[src/design/bdch_pkg.sv]
`timescale 1ns / 1ps

package bdch_pkg;

  localparam int TIME_WIDTH_DEF  = 32;
  localparam int COUNT_WIDTH_DEF = 8;

  localparam int NOW_W   = 32;
  localparam int MS_W    = 16;
  localparam int COUNT_W = 8;
  localparam int CFG_IDX_W = 2;

  localparam logic [MS_W-1:0] DEBOUNCE_MS_RST = 16'd50;
  localparam logic [MS_W-1:0] HOLD_MS_RST     = 16'd500;

  typedef enum logic [CFG_IDX_W-1:0] {
    REG_DEBOUNCE_MS     = 2'd0,
    REG_HOLD_TIMEOUT_MS = 2'd1,
    REG_INVERT_POLARITY = 2'd2,
    REG_PULL_TYPE       = 2'd3
  } cfg_reg_t;

  typedef enum logic {
    MODE_PIN      = 1'b0,
    MODE_EXTERNAL = 1'b1
  } level_mode_t;

endpackage

[src/design/button_debounce_click_hold.sv]
`timescale 1ns / 1ps

// An accepted item passes from the input register to the result register (out_valid
// high from then) once the output is not stalled; from there it can be taken.
// Throughput: one item per cycle while out_ready holds; input and result registers part
// the sides, with the timer compare and flag update for one poll between them.
// Reset (rst, synchronous, active high): debounce 50 ms, hold 500 ms, polarity and
// pull cleared, all press/hold/click state and counters zero, no item held.
module button_debounce_click_hold
  import bdch_pkg::*;
#(
  parameter int TIME_WIDTH  = TIME_WIDTH_DEF,
  parameter int COUNT_WIDTH = COUNT_WIDTH_DEF
) (
  input  logic                 clk,
  input  logic                 rst,

  input  logic                 cfg_valid,
  output logic                 cfg_ready,
  input  logic [CFG_IDX_W-1:0] cfg_index,
  input  logic [MS_W-1:0]      cfg_data,

  input  logic                 in_valid,
  output logic                 in_ready,
  input  logic                 mode,
  input  logic                 raw_level,
  input  logic [NOW_W-1:0]     now_ms,
  input  logic                 clear_events,

  output logic                 out_valid,
  input  logic                 out_ready,
  output logic                 press_event,
  output logic                 release_event,
  output logic                 click_event,
  output logic                 hold_event,
  output logic                 holding,
  output logic [COUNT_W-1:0]   click_count,
  output logic [COUNT_W-1:0]   clicks_before_hold
);

  // configuration
  logic [MS_W-1:0] debounce_ms;
  logic [MS_W-1:0] hold_timeout_ms;
  logic            invert_polarity;
  logic            pull_type;

  assign cfg_ready = 1'b1;

  always_ff @(posedge clk) begin
    if (rst) begin
      debounce_ms     <= DEBOUNCE_MS_RST;
      hold_timeout_ms <= HOLD_MS_RST;
      invert_polarity <= 1'b0;
      pull_type       <= 1'b0;
    end else if (cfg_valid && cfg_ready) begin
      unique case (cfg_reg_t'(cfg_index))
        REG_DEBOUNCE_MS:     debounce_ms     <= cfg_data;
        REG_HOLD_TIMEOUT_MS: hold_timeout_ms <= cfg_data;
        REG_INVERT_POLARITY: invert_polarity <= cfg_data[0];
        REG_PULL_TYPE:       pull_type       <= cfg_data[0];
        default: ;
      endcase
    end
  end

  // input register
  logic                  s1_valid;
  level_mode_t           s1_mode;
  logic                  s1_level;
  logic [TIME_WIDTH-1:0] s1_now;
  logic                  s1_clear;
  logic                  advance;

  assign advance  = s1_valid && (!out_valid || out_ready);
  assign in_ready = !s1_valid || advance;

  always_ff @(posedge clk) begin
    if (rst) begin
      s1_valid <= 1'b0;
    end else if (in_ready) begin
      s1_valid <= in_valid;
    end
  end

  always_ff @(posedge clk) begin
    if (in_valid && in_ready) begin
      s1_mode  <= level_mode_t'(mode);
      s1_level <= raw_level;
      s1_now   <= TIME_WIDTH'(now_ms);
      s1_clear <= clear_events;
    end
  end

  // button state
  logic                   pressed, debouncing, hold_reached, step_active, click_pending;
  logic [TIME_WIDTH-1:0]  mark_time;
  logic [COUNT_WIDTH-1:0] clicks, hold_clicks;

  logic                   pressed_next, debouncing_next, hold_reached_next;
  logic                   step_active_next, click_pending_next;
  logic [TIME_WIDTH-1:0]  mark_time_next;
  logic [COUNT_WIDTH-1:0] clicks_next, hold_clicks_next;
  logic                   ev_press, ev_rel, ev_click, ev_hold;

  logic                  down;
  logic [TIME_WIDTH-1:0] elapsed;
  logic                  debounce_done, hold_done;

  always_comb begin
    unique case (s1_mode)
      MODE_EXTERNAL: down = s1_level ^ invert_polarity;
      MODE_PIN:      down = !s1_level ^ invert_polarity ^ pull_type;
      default:       down = 1'b0;
    endcase
  end

  assign elapsed       = s1_now - mark_time;
  assign debounce_done = elapsed >= TIME_WIDTH'(debounce_ms);
  assign hold_done     = elapsed >= TIME_WIDTH'(hold_timeout_ms);

  always_comb begin
    pressed_next       = pressed;
    debouncing_next    = debouncing;
    hold_reached_next  = hold_reached;
    step_active_next   = s1_clear ? 1'b0 : step_active;
    click_pending_next = click_pending;
    mark_time_next     = mark_time;
    clicks_next        = clicks;
    hold_clicks_next   = s1_clear ? '0 : hold_clicks;
    ev_press = 1'b0;
    ev_rel   = 1'b0;
    ev_click = 1'b0;
    ev_hold  = 1'b0;

    if (down && !pressed) begin
      if (!debouncing) begin
        debouncing_next = 1'b1;
        mark_time_next  = s1_now;
      end else if (debounce_done) begin
        pressed_next       = 1'b1;
        ev_press           = 1'b1;
        click_pending_next = 1'b1;
      end
    end else begin
      debouncing_next = 1'b0;
    end

    if (!down && pressed) begin
      pressed_next = 1'b0;
      if (!hold_reached) begin
        clicks_next = clicks + COUNT_WIDTH'(1);
      end
      hold_reached_next = 1'b0;
      ev_rel            = 1'b1;
      mark_time_next    = s1_now;
      if (step_active_next) begin
        clicks_next      = '0;
        step_active_next = 1'b0;
      end
      if (click_pending) begin
        click_pending_next = 1'b0;
        ev_click           = 1'b1;
      end
    end

    // mark_time is untouched above whenever this can fire
    if (pressed_next && down && !hold_reached && hold_done) begin
      hold_reached_next  = 1'b1;
      hold_clicks_next   = clicks_next;
      ev_hold            = 1'b1;
      step_active_next   = 1'b1;
      click_pending_next = 1'b0;
      mark_time_next     = s1_now;
    end
  end

  always_ff @(posedge clk) begin
    if (rst) begin
      pressed       <= 1'b0;
      debouncing    <= 1'b0;
      hold_reached  <= 1'b0;
      step_active   <= 1'b0;
      click_pending <= 1'b0;
      mark_time     <= '0;
      clicks        <= '0;
      hold_clicks   <= '0;
    end else if (advance) begin
      pressed       <= pressed_next;
      debouncing    <= debouncing_next;
      hold_reached  <= hold_reached_next;
      step_active   <= step_active_next;
      click_pending <= click_pending_next;
      mark_time     <= mark_time_next;
      clicks        <= clicks_next;
      hold_clicks   <= hold_clicks_next;
    end
  end

  // result register
  always_ff @(posedge clk) begin
    if (rst) begin
      out_valid <= 1'b0;
    end else begin
      out_valid <= advance || (out_valid && !out_ready);
    end
  end

  always_ff @(posedge clk) begin
    if (advance) begin
      press_event        <= ev_press;
      release_event      <= ev_rel;
      click_event        <= ev_click;
      hold_event         <= ev_hold;
      holding            <= step_active_next;
      click_count        <= COUNT_W'(clicks_next);
      clicks_before_hold <= COUNT_W'(hold_clicks_next);
    end
  end

  a_hold_sets_holding: assert property (@(posedge clk) disable iff (rst)
    out_valid && hold_event |-> holding)
    else $error("hold event without holding level");

  a_press_release_exclusive: assert property (@(posedge clk) disable iff (rst)
    out_valid |-> !(press_event && release_event))
    else $error("press and release in one item");

  a_click_needs_release: assert property (@(posedge clk) disable iff (rst)
    out_valid && click_event |-> release_event)
    else $error("click without release");

  a_stall_blocks_input: assert property (@(posedge clk) disable iff (rst)
    s1_valid && out_valid && !out_ready |-> !in_ready)
    else $error("input taken while both stages are full and stalled");

endmodule
[config.mk]
export PLATFORM = sky130hd
export DESIGN_NAME = button_debounce_click_hold
export DESIGN_NICKNAME = d
export VERILOG_FILES = /design/src/design/bdch_pkg.sv /design/src/design/button_debounce_click_hold.sv
export SDC_FILE = /design/constraint.sdc
export NUM_CORES = 1
export LEC_CHECK = 0
export ABC_AREA = 1
export ABC_CLOCK_PERIOD_IN_PS = 7070
export BUFFER_PORTS_ARGS = -buffer_cell sky130_fd_sc_hd__buf_2
export CORE_ASPECT_RATIO = 1.1
export CORE_MARGIN = 5
export CORE_UTILIZATION = 35
export DETAILED_ROUTE_END_ITERATION = 10
export PLACE_DENSITY = 0.5
export SLEW_MARGIN = 30
export SYNTH_ARGS = -nofsm -noshare
export SYNTH_HDL_FRONTEND = slang
export SYNTH_SLANG_ARGS = --single-unit
[constraint.sdc]
create_clock -name clk -period 7.07 [get_ports clk]
set_input_delay 1.414 -clock clk [delete_from_list [all_inputs] [get_ports clk]]
set_output_delay 1.414 -clock clk [all_outputs]
set_load 0.05 [all_outputs]
==> results.yml, run 1 <==
worst_setup_path:
  r2r_cells: 21
  slowest_delay_ns: 0.50
  timing.critical_path.mode_cell: "nand2_1"
  path_buf_inv: 3
  r2r_setup_slack_ns: 3.17
  required_ns: 7.40
  critPathTopFamily: "simple AND/OR/NAND/NOR gates"
  worst-path-stages: 21
  critPathLaunchType: "register"
  end_kind: "register"
  crit_fanout: 64
  path_cells: "inv_1 > ha_1 > fa_1 > inv_1 > nand3_1 > nand3_1 > nand4_1 > nand2_1 > xor2_1 > ha_1 > a21oi_1 > o21ai_0 > nor2_1 > nand3_1 > nand2_1 > inv_2 > nand4_2 > nand2_4 > nand2_1 > nand2_1 > nor2_1"
  crit_arrival_ns: 4.23
  cp_slowest_cell: "nand2_4"
  path_class: "register to register"
  r2r-end: "mark_time[2]"
  rr_startpoint: "s1_now[0]"
sta:
  fin_tns_setup_ns: 0
  relSlewSlack_pct: 56.2
  setup_viol: 0
  holdWs_ns: 0.451
  fin_crit_ns: 3.90
  worst_slew_pin_slew_ns: 0.656
  rsz0062_at_grt: "false"
  finClkSkew_ns: 0.0159
  hold_viol: 0
  fin_crit_sh_pct: 55.1
  fmax_ghz: 0.256
  drv_slew: 0
detailed_routing:
  wl_per_cell_um: 12.4
  vias: 7487
  route.detailed.drc: 0
  viasPerCell: 4.45
  firstDrtPassIters: 4
  wl_um: 20800
  first_iter_violations: 390
  ant_nets: 0
die:
  initial_core_util_pct: 35.4
  io_pins: 82
  die_area_um2: 28800
  num_rows: 61
  die_y_um: 177
  coreArea_um2: 25200
  die_x_um: 162
clock_network:
  cts_made_buffers: 17
  clkTransAtPathRegs_ns: 0.07
  insertion_delay_ns: 0.44
  clock-sinks: 145
  cts.repair.resized: 0
  cts_setup_buffers: 0
  cts_root_buf: "clkbuf_16"
  cts-htree-levels: 4
  cts_hold_buffers: 0
  cts_tree: "built"
  cts.path.max_buffers: 2
cells_and_area:
  nets: 1479
  nFillCells: 2729
  final_cells: 1682
  drive_above_1_share_pct: 11.0
  area_delta_synth_final_pct: 14.3
  diodes: 0
synthesis:
  synth.avg_cell_area_um2: 6.98
  ys_ff_latch: 145
  yosysTopAreaCellShare_pct: 20.0
  synth_seq_area_share_pct: 38.8
  synthCells: 1278
  synth_area_leaders: "dfxtp_1 20%, edfxtp_1 19%, nand2_1 16%"
  ys_types: 35
  synth.net_count: 1403
  ys_warn_count: 0
  netlist_area_um2: 8920
  yosysTopAreaCell: "dfxtp_1"
run:
  maxCapViolCount: 0
placement:
  dp_hpwl_um: 15700
  port_buffers: 80
  dp.cells: 1650
  routabilityCongestion: 0.866
grt:
  grt_pass1_wl_um: 34800
  antenna_found_initial: 0
  grt.total_usage_pct: 15.1
  grt-ovfl-total: 0
  grt_pass1_vias: 7131
  grt_max_degree: 65
power:
  power.leakage_uw: 0.00519
  p_total_uw: 2570
  irDropWorstVdd_uv: 133
  p_per_area_nw_per_um2: 252
hold_path:
  min_delay_path_depth: 2
  hold_start: "pull_type"
  whs_endpoint: "pull_type"
  min_path_type: "register to register"
status:
  status: "completed"
cell type report:
| class | count | area, µm² | share of cell area, % |
|---|---|---|---|
| clock buffers | 17 | 425 | 4.17 |
| inverters | 265 | 995 | 9.75 |
| flip-flops and latches | 145 | 3460 | 34.0 |
| clock inverters | 15 | 183 | 1.79 |
| repair buffers | 84 | 430 | 4.22 |
| well taps | 315 | 394 | 3.87 |
| multi-input cells | 841 | 4310 | 42.2 |
worst max path at each step:
| stage | end | slack (ns) | start |
|---|---|---|---|
| 2_1_floorplan | in_ready | 3.78 | out_ready |
| 5_1_grt | mark_time[3] | 2.71 | s1_now[0] |
| 3_5_place_dp | mark_time[7] | 3.12 | s1_now[7] |
| 6_report | mark_time[2] | 3.17 | s1_now[0] |
| 3_3_place_gp | mark_time[5] | 3.15 | s1_now[0] |
| 4_1_cts | mark_time[8] | 3.10 | s1_now[7] |
tightest hold or removal path: cells and delay by family, from the launching register on:
family          cells  cell delay (ns)
buf+inv             1             0.05
compound gates      1             0.05
flops               1             0.31
power by group:
group	switching, µW	internal [µW]	leakage (µW)
registers	25.3	927	0.00127
clock network	448	480	0.000293
logic	448	239	0.00362
total	921	1650	0.00519
sequential cells by signal (all words and copies together), names as in the netlist, 8 cells and up:
register	count
click_count	8
clicks	8
clicks_before_hold	8
debounce_ms	16
hold_clicks	8
hold_timeout_ms	16
mark_time	32
s1_now	32
synth_stat cells (all sizes together):
master	instances
nand2	380
inv	263
nor2	160
dfxtp	89
a21oi	68
ha	66
nand3	57
edfxtp	56
o21ai	41
nand4	18
clkbuf	15
xor2	15
buf	12
nor3	9
o211ai	9
a211oi	5
xnor2	3
and2	2
clkinv	2
nand3b	2
o21bai	2
a31oi	1
conb	1
fa	1
nor4	1
per-stage QoR:
stage | worst slack [ns] | instance area (µm²) | utilization [%]
after floorplan | 3.78 | 8920 | -
after global placement | 3.15 | 9590 | 38.1
after detailed placement | 3.12 | 9590 | 38.1
after CTS | 3.10 | 10200 | 40.5
after global routing | 2.71 | 10200 | 40.5
final | 3.17 | 10200 | 40.5
cells by family (layout without fill, tap and decap cells):
family	count (synthesis)	count (layout)	share of synthesized area [%]
xor+xnor	18	18	1.77
fa+ha+maj	67	67	9.48
simple gates	629	629	29.4
compound gates	126	126	7.53
buf+inv	292	381	12.9
flops	145	145	38.8
other cells	1	1	0.0420
cell usage in the layout (no fill, tap or decap), types with 15 or more instances in the layout:
cell type	synthesis	layout
buf_2	0	80
o21ai_0	40	40
dfxtp_1	89	89
nand4_1	17	17
xor2_1	15	15
ha_1	66	66
nand3_1	45	45
edfxtp_1	56	56
nand2_1	371	371
nor2_1	153	152
a21oi_1	68	68
clkbuf_16	0	17
inv_1	261	261
metal layers:
layer	part of all wire, %	vias up	GRT usage (%)
met4	1.8	0	4.90
li1	-	4100	-
met1	47	3270	19.0
met3	3.0	27	2.72
met2	48	90	26.2
met5	0	-	0
No activity file was read; power rests on OpenSTA's default activity.
==> run 2: changes to the inputs <==
--- a/config.mk
+++ b/config.mk
@@ -5,8 +5,8 @@
 export SDC_FILE = /design/constraint.sdc
 export NUM_CORES = 1
 export LEC_CHECK = 0
-export ABC_AREA = 1
-export ABC_CLOCK_PERIOD_IN_PS = 7070
+export ABC_AREA = 0
+export ABC_CLOCK_PERIOD_IN_PS = 3800
 export BUFFER_PORTS_ARGS = -buffer_cell sky130_fd_sc_hd__buf_2
 export CORE_ASPECT_RATIO = 1.1
 export CORE_MARGIN = 5
==> constraint.sdc (replaced) <==
create_clock -name clk -period 3.8 [get_ports clk]
set_input_delay 0.76 -clock clk [delete_from_list [all_inputs] [get_ports clk]]
set_output_delay 0.76 -clock clk [all_outputs]
set_load 0.05 [all_outputs]
==> results.yml, run 2 <==
worst_setup_path:
  crit_arrival_ns: 4.26
  critPathLaunchType: "register"
  path_class: "register to register"
  required_ns: 4.15
  crit_fanout: 18
  end_kind: "register"
  r2r_setup_slack_ns: -0.11
cells_and_area:
  top_regs: "mark_time (32), s1_now (32)"
  area_delta_synth_final_pct: 27.3
  nFillCells: 2354
  diodes: 0
  stdcell_area_um2: 10800
  final_cells: 1407
  nets: 1214
  layout_common_cells: "118 x nand2_1, 91 x a21oi_1, 89 x dfxtp_1"
  drive_above_1_share_pct: 29.6
  final_common_cell: "nand2_1"
  utilization_pct: 45.4
die:
  initial_core_util_pct: 35.7
  die_area_um2: 27400
  io_pins: 82
  coreArea_um2: 23800
  num_rows: 59
  die_y_um: 173
  die_x_um: 158
placement:
  post_dp_cell_area_um2: 9700
  dp_hpwl_um: 15000
  routabilityCongestion: 0.863
  port_buffers: 80
  place_ws_ns: -0.394
  dp.cells: 1354
status:
  violations: "setup timing"
  status: "finished, violations left"
grt:
  grt_pass1_vias: 6781
  grt_pass1_wl_um: 34100
  grt.total_usage_pct: 15.3
  grt-ovfl-total: 0
  antenna_found_initial: 0
  grt_max_degree: 52
clock_network:
  cts_tree: "built"
  cts_made_buffers: 17
  cts-htree-levels: 4
  cts.path.max_buffers: 2
  clock-sinks: 145
  cts_root_buf: "clkbuf_16"
  cts_hold_buffers: 0
  clkTransAtPathRegs_ns: 0.07
  insertion_delay_ns: 0.44
sta:
  relSlewSlack_pct: 40.5
  rsz0062_at_grt: "true"
  finClkSkew_ns: 0.0222
  drv_slew: 0
  worst_slew_pin_slew_ns: 0.892
  fmax_ghz: 0.256
  fin_crit_ns: 3.91
  hold_viol: 0
  fin_crit_sh_pct: 103
  fin_ws_ns: -0.110
  setup_viol: 33
synthesis:
  netlist_area_um2: 8480
  ys_async_sr_fraction_pct: 0
  synth-adder-area-share_pct: 9.98
  ys_top_cells_by_count: "119 x nand2_1, 102 x a21oi_1, 89 x dfxtp_1"
  synth_area_leaders: "dfxtp_1 21%, edfxtp_1 20%, ha_1 9.7%"
  synth_simple_gate_area_share_pct: 17.5
  synth_xor_xnor_area_share_pct: 3.31
  yosysTopAreaCellShare_pct: 21.0
  yosysTopAreaCell: "dfxtp_1"
  synth.avg_cell_area_um2: 9.11
  ys_types: 79
  ys_warn_count: 0
  synth_seq_area_share_pct: 40.9
  ys_ff_latch: 145
  synth_top_family_by_area: "compound AO/OA/AOI/OAI gates"
  post-synth-top-count-cell: "nand2_1"
  synthCells: 931
  synth_top_flop_cell: "dfxtp_1"
  synth_edf_count: 56
  synth.net_count: 1056
  muxShareOfSynthArea_pct: 1.77
  synth_compound_area_share_pct: 20.6
power:
  irDropWorstVdd_uv: 288
  p_per_area_nw_per_um2: 412
  power.leakage_uw: 0.00423
hold_path:
  min_path_type: "register to register"
detailed_routing:
  wl_per_cell_um: 15.2
  firstDrtPassIters: 5
  viasPerCell: 4.97
  route.detailed.drc: 0
  ant_nets: 0
  vias: 6989
  first_iter_violations: 221
  wl_um: 21400
run:
  maxCapViolCount: 0
==> run 2: cell types whose count changed after synthesis, sizes merged, moves of 7 or more <==
cell	previous run	this run
clkbuf	15	30
mux2	0	8
nor2b	0	14
a21oi	68	114
inv	263	73
or3b	0	30
xnor2	3	18
a21o	0	22
nor2	160	52
o21ai	41	66
nand2b	0	7
o2bb2ai	0	8
nand2	380	119
nand3	57	8
==> run 2: logic make-up after synthesis <==
logic type	Yosys count
other cells	1
fa+ha+maj	67
simple gates	283
xor+xnor	32
buf+inv	114
mux	14
compound gates	275
flops	145
==> run 2: layout make-up <==
class | count | area (µm²) | share of cell area (%)
Clock buffer | 17 | 425 | 3.94
Timing Repair Buffer | 180 | 1280 | 11.9
Multi-Input combinational cell | 672 | 4780 | 44.3
Sequential cell | 145 | 3460 | 32.1
Clock inverter | 15 | 184 | 1.70
Inverter | 73 | 274 | 2.54
Tap cell | 305 | 382 | 3.54
==> run 2: per-layer routing <==
layer / wire length [µm] / global-route usage, % / share of wire (%) / up-vias
met4: 211 / 3.52 / 0.99 / 0
met3: 721 / 2.92 / 3.4 / 15
met2: 10100 / 24.6 / 47 / 95
met1: 10400 / 21.1 / 49 / 3232
li1: - / - / - / 3647
met5: 0 / 0 / 0 / -
==> run 2: where the power goes <==
part / total, µW / leakage, µW / internal (µW) / switching (µW)
clock: 1710 / 0.000298 / 895 / 815
sequential: 1710 / 0.00126 / 1680 / 30.8
combinational: 1030 / 0.00267 / 467 / 560
==> run 2: final timing paths <==
path / start / end / cells past startpoint
setup / recovery: s1_now[2] / mark_time[3] / 20
setup reg to reg: s1_now[2] / mark_time[3] / 20
hold reg to reg: hold_clicks[4] / hold_clicks[4] / 2
hold / removal: hold_clicks[4] / hold_clicks[4] / 2
==> run 2: timing repair <==
action,CTS,global route
endpoints found under the hold margin,0,0
setup buffers,14,4
gates cloned,0,4
pin swaps,7,16
endpoints found under the setup margin,53,55
gates resized for setup,32,44
==> run 2: stage by stage <==
stage,hold WS (ns),setup TNS [ns],power (µW)
floorplan,0.425,0,2360
global placement,0.432,-11.30,2670
detailed placement,0.438,-15.49,2680
CTS,0.449,-2.58,4470
global route,0.469,-12.52,4700
finish,0.446,-2.83,4450
==> run 2: worst max-delay path, stage by stage (launching register included) <==
cell and delay (ns):
edfxtp_1 0.43, ha_4 0.24, o211ai_1 0.24, a21oi_4 0.07, buf_6 0.13, buf_6 0.11, o21ai_4 0.16, nand2_2 0.09
xor2_2 0.19, ha_1 0.30, buf_4 0.10, nand4_1 0.13, nor3_2 0.20, a21oi_2 0.09, a22oi_2 0.21, buf_4 0.16
nor4_4 0.04, buf_6 0.17, buf_12 0.15, or3b_2 0.46, a21oi_1 0.14
